--- src/sv/assert_macros.svh ---
// Assertion macros used by the monitor unit RTL.
// Depends on nothing; included inside module bodies.
`ifndef ASSERT_MACROS_SVH
`define ASSERT_MACROS_SVH
`define ASSERT_IMPLIES(lbl, clk, rstn, a, b) \
    lbl: assert property (@(posedge clk) disable iff (!rstn) (a) |-> (b)) else $error("assertion failed");
`define ASSERT_NEXT(lbl, clk, rstn, a, b) \
    lbl: assert property (@(posedge clk) disable iff (!rstn) (a) |=> (b)) else $error("assertion failed");
`endif

--- src/sv/nmea_mon_pkg.sv ---
// Shared constants and types for the NMEA sentence monitor.
// No dependencies.
package nmea_mon_pkg;
    localparam int DEF_MAX_LINE      = 159;
    localparam int DEF_COUNTER_WIDTH = 32;

    localparam logic [2:0] OUT_EMPTY     = 3'd0;
    localparam logic [2:0] OUT_NO_DOLLAR = 3'd1;
    localparam logic [2:0] OUT_BAD_SUM   = 3'd2;
    localparam logic [2:0] OUT_SHORT     = 3'd3;
    localparam logic [2:0] OUT_KNOWN     = 3'd4;
    localparam logic [2:0] OUT_UNKNOWN   = 3'd5;

    localparam logic [2:0] KIND_OTHER = 3'd0;
    localparam logic [2:0] KIND_GGA   = 3'd1;
    localparam logic [2:0] KIND_RMC   = 3'd2;
    localparam logic [2:0] KIND_VTG   = 3'd3;
    localparam logic [2:0] KIND_GSA   = 3'd4;

    localparam logic [7:0] CH_LF     = 8'h0A;
    localparam logic [7:0] CH_CR     = 8'h0D;
    localparam logic [7:0] CH_NUL    = 8'h00;
    localparam logic [7:0] CH_DOLLAR = 8'h24;
    localparam logic [7:0] CH_STAR   = 8'h2A;
    localparam logic [7:0] CH_COMMA  = 8'h2C;
    localparam logic [7:0] CH_A      = 8'h41;
    localparam logic [7:0] CH_V      = 8'h56;

    // Numeric field accumulator: digits saturate at 255.
    typedef struct packed {
        logic       nonempty;
        logic       halted;
        logic [7:0] value;
    } numfield_t;

    // Line summary handed from the scanner to the classifier.
    typedef struct packed {
        logic [7:0]  line_length;
        logic        starts_dollar;
        logic        star_seen;
        logic [1:0]  hex_count;
        logic [7:0]  hex_value;
        logic        hex_bad;
        logic [7:0]  running_xor;
        logic        body_long;
        logic [23:0] type_letters;
        numfield_t   field_a;
        numfield_t   field_b;
        numfield_t   field_two;
        logic [7:0]  rmc_letter;
    } line_info_t;

    function automatic logic [4:0] hex_digit(input logic [7:0] c);
        logic [4:0] r;
        r = 5'h10;
        if (c >= 8'h30 && c <= 8'h39) r = {1'b0, c[3:0]};
        else if ((c >= 8'h41 && c <= 8'h46) || (c >= 8'h61 && c <= 8'h66))
            r = {1'b0, c[3:0] + 4'd9};
        return r;
    endfunction

    function automatic numfield_t feed_number(input numfield_t f, input logic [7:0] c);
        numfield_t  r;
        logic [11:0] acc;
        r = f;
        r.nonempty = 1'b1;
        acc = {4'd0, f.value} * 12'd10 + {8'd0, c[3:0]};
        if (!f.halted) begin
            if (c >= 8'h30 && c <= 8'h39) r.value = (acc > 12'd255) ? 8'd255 : acc[7:0];
            else r.halted = 1'b1;
        end
        return r;
    endfunction
endpackage

--- src/sv/nmea_sentence_monitor_unit.sv ---
// NMEA sentence monitor: one byte per beat, a registered result for each LF.
// The result is registered on the accepted LF beat and held until it is taken.
// Throughput: one byte every cycle while the result register is free or drains.
// Reset: synchronous active-low aresetn clears line state, held values, counters;
// min_satellites returns to 3 and the fix type to 1.
module nmea_sentence_monitor_unit #(
    parameter int MAX_LINE      = nmea_mon_pkg::DEF_MAX_LINE,
    parameter int COUNTER_WIDTH = nmea_mon_pkg::DEF_COUNTER_WIDTH
) (
    input  logic        aclk,
    input  logic        aresetn,
    input  logic        cfg_we,
    input  logic [7:0]  cfg_wdata,
    input  logic        s_valid,
    output logic        s_ready,
    input  logic [7:0]  s_rx_byte,
    output logic        m_valid,
    input  logic        m_ready,
    output logic [2:0]  m_outcome,
    output logic [2:0]  m_sentence_kind,
    output logic [1:0]  m_fix_status,
    output logic [7:0]  m_satellites_now,
    output logic [7:0]  m_fix_quality_now,
    output logic [7:0]  m_fix_type_now,
    output logic        m_rmc_fix_ok_now,
    output logic [31:0] m_valid_total,
    output logic [31:0] m_bad_checksum_total,
    output logic [31:0] m_ignored_total,
    output logic [31:0] m_kind_total
);
    import nmea_mon_pkg::*;
`include "assert_macros.svh"

    localparam int CW = COUNTER_WIDTH;
    localparam logic [CW-1:0] CNT_ONE = {{(CW-1){1'b0}}, 1'b1};

    logic        accept, is_lf;
    line_info_t  info;

    // Accept unless a result is parked and not being taken this cycle.
    assign s_ready = !m_valid || m_ready;
    assign accept  = s_valid && s_ready;
    assign is_lf   = (s_rx_byte == CH_LF);

    nmea_mon_scan #(.MAX_LINE(MAX_LINE)) u_scan (
        .aclk(aclk), .aresetn(aresetn), .byte_en(accept),
        .rx_byte(s_rx_byte), .info(info)
    );

    logic [7:0]    min_sat_reg;
    logic [7:0]    sat_reg, sat_next, fq_reg, fq_next, ft_reg, ft_next;
    logic          rmc_reg, rmc_next;
    logic [1:0]    status_reg, status_next;
    logic [CW-1:0] cnt_valid_reg, cnt_bad_reg, cnt_ign_reg;
    logic [CW-1:0] cnt_valid_next, cnt_bad_next, cnt_ign_next;
    logic [CW-1:0] cnt_kind_reg [4];
    logic [CW-1:0] cnt_kind_next [4];
    logic [2:0]    outcome, kind;
    logic [CW-1:0] kind_total;
    logic          sum_ok;

    // Classify the finished line against the scanner summary.
    always_comb begin
        sat_next = sat_reg; fq_next = fq_reg; ft_next = ft_reg; rmc_next = rmc_reg;
        status_next = status_reg;
        cnt_valid_next = cnt_valid_reg; cnt_bad_next = cnt_bad_reg;
        cnt_ign_next = cnt_ign_reg;
        for (int i = 0; i < 4; i++) cnt_kind_next[i] = cnt_kind_reg[i];
        kind = KIND_OTHER;
        kind_total = '0;
        sum_ok = info.star_seen && (info.hex_count == 2'd2) && !info.hex_bad &&
                 (info.running_xor == info.hex_value);
        case (info.type_letters)
            24'h474741: kind = KIND_GGA;
            24'h524D43: kind = KIND_RMC;
            24'h565447: kind = KIND_VTG;
            24'h475341: kind = KIND_GSA;
            default:    kind = KIND_OTHER;
        endcase
        if (info.line_length == 8'd0) begin
            outcome = OUT_EMPTY; cnt_ign_next = cnt_ign_reg + CNT_ONE; kind = KIND_OTHER;
        end else if (!info.starts_dollar) begin
            outcome = OUT_NO_DOLLAR; cnt_ign_next = cnt_ign_reg + CNT_ONE; kind = KIND_OTHER;
        end else if (!sum_ok) begin
            outcome = OUT_BAD_SUM; cnt_bad_next = cnt_bad_reg + CNT_ONE; kind = KIND_OTHER;
        end else begin
            cnt_valid_next = cnt_valid_reg + CNT_ONE;
            if (!info.body_long) begin
                outcome = OUT_SHORT; cnt_ign_next = cnt_ign_reg + CNT_ONE; kind = KIND_OTHER;
            end else begin
                case (kind)
                    KIND_GGA: begin
                        fq_next  = info.field_a.nonempty ? info.field_a.value : 8'd0;
                        sat_next = info.field_b.nonempty ? info.field_b.value : 8'd0;
                    end
                    KIND_RMC: begin
                        if (info.rmc_letter == CH_A) rmc_next = 1'b1;
                        else if (info.rmc_letter == CH_V) rmc_next = 1'b0;
                    end
                    KIND_GSA: ft_next = info.field_two.nonempty ? info.field_two.value : 8'd1;
                    default: ;
                endcase
                if (kind == KIND_OTHER) begin
                    outcome = OUT_UNKNOWN; cnt_ign_next = cnt_ign_reg + CNT_ONE;
                end else begin
                    outcome = OUT_KNOWN;
                    // GSA lands in slot 3 because its low two code bits wrap to zero.
                    cnt_kind_next[kind[1:0] - 2'd1] = cnt_kind_reg[kind[1:0] - 2'd1] + CNT_ONE;
                    kind_total = cnt_kind_next[kind[1:0] - 2'd1];
                end
            end
            // Refresh status from the updated held values.
            if (ft_next == 8'd3) status_next = 2'd3;
            else if (ft_next == 8'd2) status_next = 2'd2;
            else if (fq_next != 8'd0 || rmc_next) status_next = 2'd2;
            else if (sat_next < min_sat_reg) status_next = 2'd1;
            else status_next = 2'd0;
        end
    end

    // The scanner summary is registered, so classify on the LF beat
    // using the summary as it stood before the LF (LF itself adds nothing).
    always_ff @(posedge aclk) begin
        if (!aresetn) begin
            min_sat_reg <= 8'd3;
            sat_reg <= '0; fq_reg <= '0; ft_reg <= 8'd1; rmc_reg <= 1'b0;
            status_reg <= 2'd1;
            cnt_valid_reg <= '0; cnt_bad_reg <= '0; cnt_ign_reg <= '0;
            for (int i = 0; i < 4; i++) cnt_kind_reg[i] <= '0;
            m_valid <= 1'b0;
        end else begin
            if (cfg_we) min_sat_reg <= cfg_wdata;
            // Load a new result on the LF beat, otherwise drop it once taken.
            if (accept && is_lf) m_valid <= 1'b1;
            else if (m_ready) m_valid <= 1'b0;
            if (accept && is_lf) begin
                sat_reg <= sat_next; fq_reg <= fq_next; ft_reg <= ft_next;
                rmc_reg <= rmc_next; status_reg <= status_next;
                cnt_valid_reg <= cnt_valid_next; cnt_bad_reg <= cnt_bad_next;
                cnt_ign_reg <= cnt_ign_next;
                for (int i = 0; i < 4; i++) cnt_kind_reg[i] <= cnt_kind_next[i];
            end
        end
    end

    // Result register: payload only, loaded on each LF beat.
    always_ff @(posedge aclk) begin
        if (accept && is_lf) begin
            m_outcome            <= outcome;
            m_sentence_kind      <= kind;
            m_fix_status         <= status_next;
            m_satellites_now     <= sat_next;
            m_fix_quality_now    <= fq_next;
            m_fix_type_now       <= ft_next;
            m_rmc_fix_ok_now     <= rmc_next;
            m_valid_total        <= 32'(cnt_valid_next);
            m_bad_checksum_total <= 32'(cnt_bad_next);
            m_ignored_total      <= 32'(cnt_ign_next);
            m_kind_total         <= 32'(kind_total);
        end
    end

    `ASSERT_NEXT(a_lf_gives_result, aclk, aresetn, accept && is_lf, m_valid)
    `ASSERT_NEXT(a_no_result_other, aclk, aresetn, !(accept && is_lf) && !m_valid, !m_valid)
    `ASSERT_IMPLIES(a_kind_known, aclk, aresetn, m_valid && m_outcome == OUT_KNOWN,
        m_sentence_kind != KIND_OTHER)
endmodule

--- src/sv/nmea_mon_scan.sv ---
// Per-line running scanner: length, checksum, type letters and fields.
// Depends on nmea_mon_pkg.
module nmea_mon_scan #(
    parameter int MAX_LINE = nmea_mon_pkg::DEF_MAX_LINE
) (
    input  logic                     aclk,
    input  logic                     aresetn,
    input  logic                     byte_en,
    input  logic [7:0]               rx_byte,
    output nmea_mon_pkg::line_info_t info
);
    import nmea_mon_pkg::*;

    line_info_t info_reg, info_next, cleared;
    logic       ended_reg, ended_next;
    logic [2:0] body_cnt_reg, body_cnt_next;
    logic [7:0] comma_reg, comma_next;
    logic [4:0] hd;
    logic [7:0] pos;

    assign info = info_reg;
    assign pos  = info_reg.line_length;
    assign hd   = hex_digit(rx_byte);

    always_comb begin
        cleared = '0;
        info_next = info_reg;
        ended_next = ended_reg;
        body_cnt_next = body_cnt_reg;
        comma_next = comma_reg;
        if (byte_en) begin
            if (rx_byte == CH_LF) begin
                info_next = cleared;
                ended_next = 1'b0;
                body_cnt_next = '0;
                comma_next = '0;
            end else if (!ended_reg && (32'(pos) < MAX_LINE)) begin
                if (rx_byte == CH_CR || rx_byte == CH_NUL) begin
                    ended_next = 1'b1;
                end else begin
                    info_next.line_length = pos + 8'd1;
                    if (pos == 8'd0) info_next.starts_dollar = (rx_byte == CH_DOLLAR);
                    if (info_reg.star_seen) begin
                        if (info_reg.hex_count < 2'd2) begin
                            if (hd[4]) info_next.hex_bad = 1'b1;
                            else info_next.hex_value = {info_reg.hex_value[3:0], hd[3:0]};
                            info_next.hex_count = info_reg.hex_count + 2'd1;
                        end
                    end else if (rx_byte == CH_STAR) begin
                        info_next.star_seen = 1'b1;
                    end else begin
                        if (body_cnt_reg < 3'd6) body_cnt_next = body_cnt_reg + 3'd1;
                        if (body_cnt_reg == 3'd5) info_next.body_long = 1'b1;
                        if (pos != 8'd0) info_next.running_xor = info_reg.running_xor ^ rx_byte;
                        if (pos >= 8'd3 && pos <= 8'd5)
                            info_next.type_letters = {info_reg.type_letters[15:0], rx_byte};
                        if (rx_byte == CH_COMMA) begin
                            if (comma_reg != 8'd255) comma_next = comma_reg + 8'd1;
                        end else begin
                            case (comma_reg)
                                8'd2: begin
                                    if (!info_reg.field_two.nonempty)
                                        info_next.rmc_letter = rx_byte;
                                    info_next.field_two = feed_number(info_reg.field_two, rx_byte);
                                end
                                8'd6: info_next.field_a = feed_number(info_reg.field_a, rx_byte);
                                8'd7: info_next.field_b = feed_number(info_reg.field_b, rx_byte);
                                default: ;
                            endcase
                        end
                    end
                end
            end
        end
    end

    always_ff @(posedge aclk) begin
        if (!aresetn) begin
            info_reg <= '0;
            ended_reg <= 1'b0;
            body_cnt_reg <= '0;
            comma_reg <= '0;
        end else begin
            info_reg <= info_next;
            ended_reg <= ended_next;
            body_cnt_reg <= body_cnt_next;
            comma_reg <= comma_next;
        end
    end
endmodule

--- config.mk ---
export PLATFORM = sky130hd
export DESIGN_NAME = nmea_sentence_monitor_unit
export DESIGN_NICKNAME = d
export VERILOG_FILES = /design/src/sv/nmea_mon_pkg.sv /design/src/sv/nmea_sentence_monitor_unit.sv /design/src/sv/nmea_mon_scan.sv
export VERILOG_INCLUDE_DIRS = /design/src /design/src/sv
export SDC_FILE = /design/constraint.sdc
export NUM_CORES = 1
export LEC_CHECK = 0
export ABC_AREA = 1
export BUFFER_PORTS_ARGS = -buffer_cell sky130_fd_sc_hd__buf_2
export CAP_MARGIN = 40
export CORE_MARGIN = 8
export CORE_UTILIZATION = 40
export CTS_BUF_LIST = sky130_fd_sc_hd__clkbuf_4 sky130_fd_sc_hd__clkbuf_8
export DETAILED_ROUTE_END_ITERATION = 10
export GPL_ROUTABILITY_DRIVEN = 1
export SYNTH_ARGS = -nofsm -noshare
export SYNTH_HDL_FRONTEND = slang
export SYNTH_HIERARCHICAL = 1
export SYNTH_SLANG_ARGS = --single-unit
--- constraint.sdc ---
create_clock -name aclk -period 13.05 [get_ports aclk]
set_clock_uncertainty 0.15 [all_clocks]
set_input_delay 1.305 -clock aclk [delete_from_list [all_inputs] [get_ports aclk]]
set_output_delay 1.305 -clock aclk [all_outputs]
set_load 0.01 [all_outputs]
==> flow_metrics.tcl, run 1 <==
set metrics [dict create \
    grt_max_degree 112 \
    utilization_pct 45.56 \
    synth.net_count 4103 \
    muxShareOfSynthArea_pct 0.03327 \
    synth_area_um2 30090 \
    core_area_um2 74450 \
    setup-violations-final 0 \
    cts.clk_slew.worst_paths_ns 0.06 \
    synth_most_common_cell "nand2_1" \
    dpl_cell_area_um2 31880 \
    cts.sinks 525 \
    port_buffers 183 \
    hold_class "reg2reg" \
    regToRegStartpoint "u_scan/info[44]" \
    synth_top_family_by_area "simple AND/OR/NAND/NOR gates" \
    p_clk_share_pct 46.3 \
    avgViaCountPerCell 5.125 \
    power.switching_uw 855.9 \
    seqCellArea_um2 13400 \
    final.setup.tns_ns 0 \
    ys_ff_latch 525 \
    place_congestion 0.9244 \
    rows 100 \
    clock_path_buffers 3 \
    cts_made_buffers 95 \
    p_seq_share_pct 49.6 \
    num_vias 26620 \
    synth_ff_type "edfxtp_1" \
    rsz0062_at_grt "no" \
    firstDrtPassIters 6 \
    crit_family "simple AND/OR/NAND/NOR gates" \
    yosysSeqAreaShare_pct 44.55 \
    crit_top_cell "nand2_1" \
    slowest_stage "buf_4" \
    antenna_found_initial 5 \
    nFillCells 7505 \
    grt_util_all_layers_pct 19.87 \
    start_kind "register" \
    synth_edf_count 289 \
    postCtsHoldBufs 0 \
    p_leak_uw 0.01509 \
    overflow 0 \
    maxCapViolCount 0 \
    synth_compound_area_share_pct 9.993 \
    timing.rr.end "m_kind_total[30]" \
    final_layout_size_suffix_gt1_share_pct 12.22 \
    fmax_mhz 165.8 \
    ys_top_cells_by_area "edfxtp_1 29%, dfxtp_1 16%, nand2_1 11%" \
    fin_crit_ns 6.033 \
    multi_input_area_um2 13900 \
    grt_first_pass_wirelength_mm 137.6 \
    min_to "u_scan/info[67]" \
    largest_reg_flops 128 \
    cp.arrival_ns 6.30 \
    final.period_utilization_pct 46.23 \
    dieArea_um2 84250 \
    wl_per_cell_um 16.73 \
    finalHoldViolations 0 \
    drtAntennaViolNets 0 \
    critPathMaxFanout 50 \
    synth_commonest_cells "904 x nand2_1, 507 x inv_1, 463 x nand3_1" \
    grt_pass1_vias 25030 \
    synth_top_area_share_pct 28.84 \
    ys_warn_count 6 \
    cts_tree "built" \
    die_h_um 290.3 \
    drt-initial-drc-count 1983 \
    synthAdderAreaFrac_pct 3.393 \
    slowest_delay_ns 0.61 \
    finalMaxSlewViolations 0 \
    p_int_uw 2715 \
    wl_mm 86.89 \
    synth_top_area_cell "edfxtp_1" \
    drc 0 \
    worst_pin_slew_ns 0.9295 \
    required_ns 13.32 \
    ir_drop_v 0.00008884 \
    syn_inst 4004 \
    swShare_pct 23.97 \
    end_kind "register" \
    initial_core_util_pct 40.42 \
    p_comb_share_pct 4.1 \
    cts_resized 0 \
    dieWidth_um 290.3 \
    post-dp-hpwl_mm 57.39 \
    crit_type "reg2reg" \
    pwr_density_cell_nw_per_um2 105.3 \
    area_growth_pct 12.72 \
    hp-start "u_scan/info[67]" \
    ioPinCount 184 \
    r2r_cells 24 \
    status "finished, final reports clean" \
    crit_chain "inv_1 -> nor2_2 -> nand2_1 -> nor2_4 -> nand3_4 -> nand2_4 -> buf_4 -> ha_2 -> buf_4 -> buf_4 -> nand3_1 -> nand2_1 -> ha_1 -> nand3_4 -> inv_2 -> nand2_1 -> nor2_2 -> nand2_1 -> nand2_1 -> nand3_1 -> nand2_1 -> nand2_1 -> nand3_1 -> a21oi_1" \
    reg2reg_slack_ns 7.02 \
    synth_async_sr_flop_share_pct 0 \
    htree_levels 3 \
    synth.avg_cell_area_um2 7.514 \
    critPathBufInv 5 \
    fin_nets 4240 \
    min_delay_path_depth 2 \
    relSlewSlack_pct 38.04 \
    final_cell_area_um2 33920 \
    root_buffer "clkbuf_8" \
    clk_latency_ns 0.72 \
    synth_xor_area_share_pct 3.285 \
    synthSimpleGateAreaFrac_pct 29.36 \
    synthDistinctLibCells 53 \
    postCtsSetupRepairBufs 0 \
]
==> cell type report <==
cell class	count	area share, %
Antenna cell	1	0.007378
Clock buffer	140	5.017
Clock inverter	40	0.9813
Inverter	529	5.888
Multi-Input combinational cell	2769	40.98
Sequential cell	525	39.52
Tap cell	969	3.575
Timing Repair Buffer	221	4.029
==> tightest hold or removal path: stages (launching register included) <==
cell and delay [ns]:
dfxtp_1 0.32, inv_1 0.05, a21oi_1 0.05
==> logic make-up after synthesis <==
| logic type | Yosys count |
|---|---|
| xor gates and xnor gates | 112 |
| muxes | 1 |
| adders and majority gates | 78 |
| DFF | 525 |
| buffers and inverters | 710 |
| AOI/OAI and AO/OA | 575 |
| and+or+nand+nor | 2003 |
==> how the worst max path moves through the flow <==
stage / from / endpoint / slack (ns) / cells after the start
2_1_floorplan: m_ready / cnt_kind_reg[0][0] / 0.62 / 7
3_3_place_gp: u_scan/info[44] / m_kind_total[30] / 6.50 / 25
3_5_place_dp: u_scan/info[44] / m_fix_status[0] / 7.14 / 20
4_1_cts: u_scan/info[44] / m_kind_total[30] / 7.14 / 24
5_1_grt: u_scan/info[44] / m_fix_status[0] / 6.67 / 20
6_report: u_scan/info[44] / m_kind_total[30] / 7.02 / 24
==> layout by cell type (no fill, tap or decap), types with 25 or more instances in the layout <==
cell,n
o21ai_1,29
buf_2,183
inv_1,507
clkbuf_4,36
nand4_1,27
nor2_1,422
nand3_1,462
dfxtp_1,236
nor3_1,37
a21oi_1,229
nand2_1,902
clkbuf_8,104
ha_1,70
buf_4,29
nor2_2,25
nand3b_1,33
o21ai_0,267
edfxtp_1,289
xor2_1,87
==> power by group through the flow <==
stage / Clock, uW / Sequential [uW] / Combinational, uW
finish: 1650 / 1770 / 146
global route: 1770 / 1770 / 165
CTS: 1700 / 1770 / 146
detailed placement: 0 / 1810 / 145
global placement: 0 / 1810 / 142
floorplan: 0 / 1810 / 104
==> through the flow <==
| stage | hold WS [ns] | power (uW) | instances | setup slack (ns) |
|---|---|---|---|---|
| 2_1_floorplan | 0.2788 | 1913 | 4004 | 0.6168 |
| 3_3_place_gp | 0.2945 | 1948 | 5004 | 6.496 |
| 3_5_place_dp | 0.3069 | 1952 | 5013 | 7.141 |
| 4_1_cts | 0.3151 | 3622 | 5193 | 7.137 |
| 5_1_grt | 0.3333 | 3714 | 5194 | 6.674 |
| 6_report | 0.3146 | 3570 | 5194 | 7.017 |
==> layer usage <==
layer  GRT usage, %  wire [um]  vias to the layer above
met5              0          0                        -
li1               -          -                    13370
met4          6.471       2542                        0
met1          25.79      37990                    12230
met3          4.475       6254                      164
met2          32.64      40110                      854
Note: power is estimated with default switching activity, not from simulation.
==> inputs of run 2 (changes only) <==
--- a/config.mk
+++ b/config.mk
@@ -6,7 +6,7 @@
 export SDC_FILE = /design/constraint.sdc
 export NUM_CORES = 1
 export LEC_CHECK = 0
-export ABC_AREA = 1
+export ABC_AREA = 0
 export BUFFER_PORTS_ARGS = -buffer_cell sky130_fd_sc_hd__buf_2
 export CAP_MARGIN = 40
 export CORE_MARGIN = 8
==> constraint.sdc (replaced) <==
create_clock -name aclk -period 5.41 [get_ports aclk]
set_clock_uncertainty 0.15 [all_clocks]
set_input_delay 0.541 -clock aclk [delete_from_list [all_inputs] [get_ports aclk]]
set_output_delay 0.541 -clock aclk [all_outputs]
set_load 0.01 [all_outputs]
==> run 2 against run 1 <==
  * Total power rose by 140%
  * Worst hold slack worse by 0.20 ns
  * Sequential power increased by 140%
  * Critical endpoint is now m_kind_total[14]
  * Highest routed layer unchanged
==> flow_metrics.tcl, run 2 <==
set metrics [dict create \
    whs_ns 0.1149 \
    synth_ff_type "edfxtp_1" \
    rsz0062_at_grt "no" \
    grt_util_all_layers_pct 18.65 \
    drc 0 \
    synth_commonest_cells "310 x nor2_1, 290 x nand2_1, 289 x edfxtp_1" \
    cts.clk_slew.worst_paths_ns 0.06 \
    relSlewSlack_pct 37.56 \
    synth.net_count 2995 \
    overflow 0 \
    final_cell_mix "310 x nor2_1, 289 x edfxtp_1, 288 x nand2_1" \
    root_buffer "clkbuf_8" \
    utilization_pct 46.12 \
    final_common_cell "nor2_1" \
    final_layout_size_suffix_gt1_share_pct 15.90 \
    finalMaxSlewViolations 0 \
    fin_crit_ns 5.064 \
    antenna_found_initial 3 \
    final.period_utilization_pct 93.61 \
    htree_levels 3 \
    ys_top_cells_by_area "edfxtp_1 30%, dfxtp_1 16%, nor2_1 4.0%" \
    die_h_um 284.3 \
    wl_mm 78.47 \
    worst_pin_slew_ns 0.9365 \
    fmax_mhz 197.5 \
    drt-initial-drc-count 1754 \
    clock_path_buffers 3 \
    fin_nets 3171 \
    core_area_um2 71360 \
    dpl_cell_area_um2 30770 \
    area_growth_pct 14.29 \
    synth_top_area_share_pct 30.14 \
    drtAntennaViolNets 0 \
    ys_ff_latch 525 \
    synth.avg_cell_area_um2 9.944 \
    finalHoldViolations 0 \
    use_met1_pct 24.84 \
    use_met2_pct 29.40 \
    grt_first_pass_wirelength_mm 124.0 \
    grt_max_degree 77 \
    ir_drop_v 0.0001535 \
    setup-violations-final 0 \
    start_kind "register" \
    cts.sinks 525 \
    synth_most_common_cell "nor2_1" \
    rows 98 \
    critPathMaxFanout 16 \
    avgViaCountPerCell 5.530 \
    synth_edf_count 289 \
    firstDrtPassIters 5 \
    final.setup.tns_ns 0 \
    synth_async_sr_flop_share_pct 0 \
    hold_class "in2reg" \
    wl_per_cell_um 19.13 \
    place_congestion 0.9035 \
    required_ns 5.79 \
    port_buffers 183 \
    cts_tree "built" \
    largest_reg_flops 128 \
    crit_type "reg2reg" \
    ioPinCount 184 \
    busiest_layer "met2" \
    status "finished, final reports clean" \
    dieArea_um2 80840 \
    synth_area_um2 28800 \
    maxCapViolCount 0 \
    cp.arrival_ns 5.45 \
    pwr_density_cell_nw_per_um2 257.6 \
    clk_latency_ns 0.71 \
    end_kind "register" \
    num_vias 22690 \
    yosysSeqAreaShare_pct 46.54 \
    ys_warn_count 6 \
    synthDistinctLibCells 110 \
    initial_core_util_pct 40.35 \
    syn_inst 2896 \
    final_cell_area_um2 32910 \
    synth_top_area_cell "edfxtp_1" \
    post-dp-hpwl_mm 53.87 \
    cts_made_buffers 94 \
    p_leak_uw 0.01296 \
    grt_pass1_vias 22510 \
    dieWidth_um 284.3 \
    globalRouteMet3Util_pct 4.301 \
]
run 2: metal layers:
metal / vias up / routed length (um)
met4: 0 / 2342
li1: 10890 / -
met5: - / 0
met2: 744 / 35220
met1: 10890 / 35190
met3: 161 / 5718
run 2: what timing repair did:
item	CTS	global route
buffers inserted	0	1
hold endpoints to repair	12	0
endpoints found under the setup margin	0	2
resized for setup	0	3
hold buffers	12	0
run 2: worst max-delay path, stage by stage, from the launching register on:
cell      delay, ns
dfxtp_1        0.33
or4b_4         0.57
nor2_4         0.14
and4b_1        0.20
o21ai_0        0.23
ha_4           0.52
mux4_2         0.31
ha_1           0.34
inv_1          0.14
nor2_1         0.26
nand3_1        0.12
mux2i_1        0.39
a31oi_1        0.15
a31oi_1        0.36
mux2i_1        0.18
a221oi_1       0.34
or3_1          0.16
run 2: area by class of cell:
cell class	instances	area, um2
Tap cell	950	1189
Timing Repair Buffer	247	1585
Antenna cell	2	5.005
Clock buffer	125	1595
Fill cell	6685	38450
Multi-Input combinational cell	2146	14510
Sequential cell	525	13400
Clock inverter	49	397.9
Inverter	58	225.2
run 2: where the power goes:
part	internal (uW)	switching (uW)
clock	2150	1770
combinational	106	182
sequential	4230	44.8
total	6480	2000
run 2: final timing paths:
check	depth (start not counted)	slack, ns	endpoint	from
worst min register to register	2	0.33	u_scan/info[42]	u_scan/info[42]
worst max-delay path	16	0.35	m_kind_total[14]	u_scan/info[51]
worst min-delay path	3	0.11	u_scan/info[43]	s_rx_byte[5]
worst max register to register	16	0.35	m_kind_total[14]	u_scan/info[51]
run 2: cells by family after synthesis:
family                     Yosys count  share of synthesized area, %
DFF                                525                         46.54
adders and majority gates           78                         3.545
buffers and inverters              225                         3.350
AOI/OAI and AO/OA                  529                         12.48
xor gates and xnor gates           246                         7.534
muxes                              132                         5.961
and+or+nand+nor                   1161                         20.59
run 2: stage by stage:
step,instances,total power (uW),setup slack (ns)
final,4102,8478,0.3456
after global routing,4102,8793,0.01610
after CTS,4099,8599,0.3642
after detailed placement,3913,4631,0.4031
after global placement,3909,4621,0.5200
after floorplan,2896,4529,0.01733
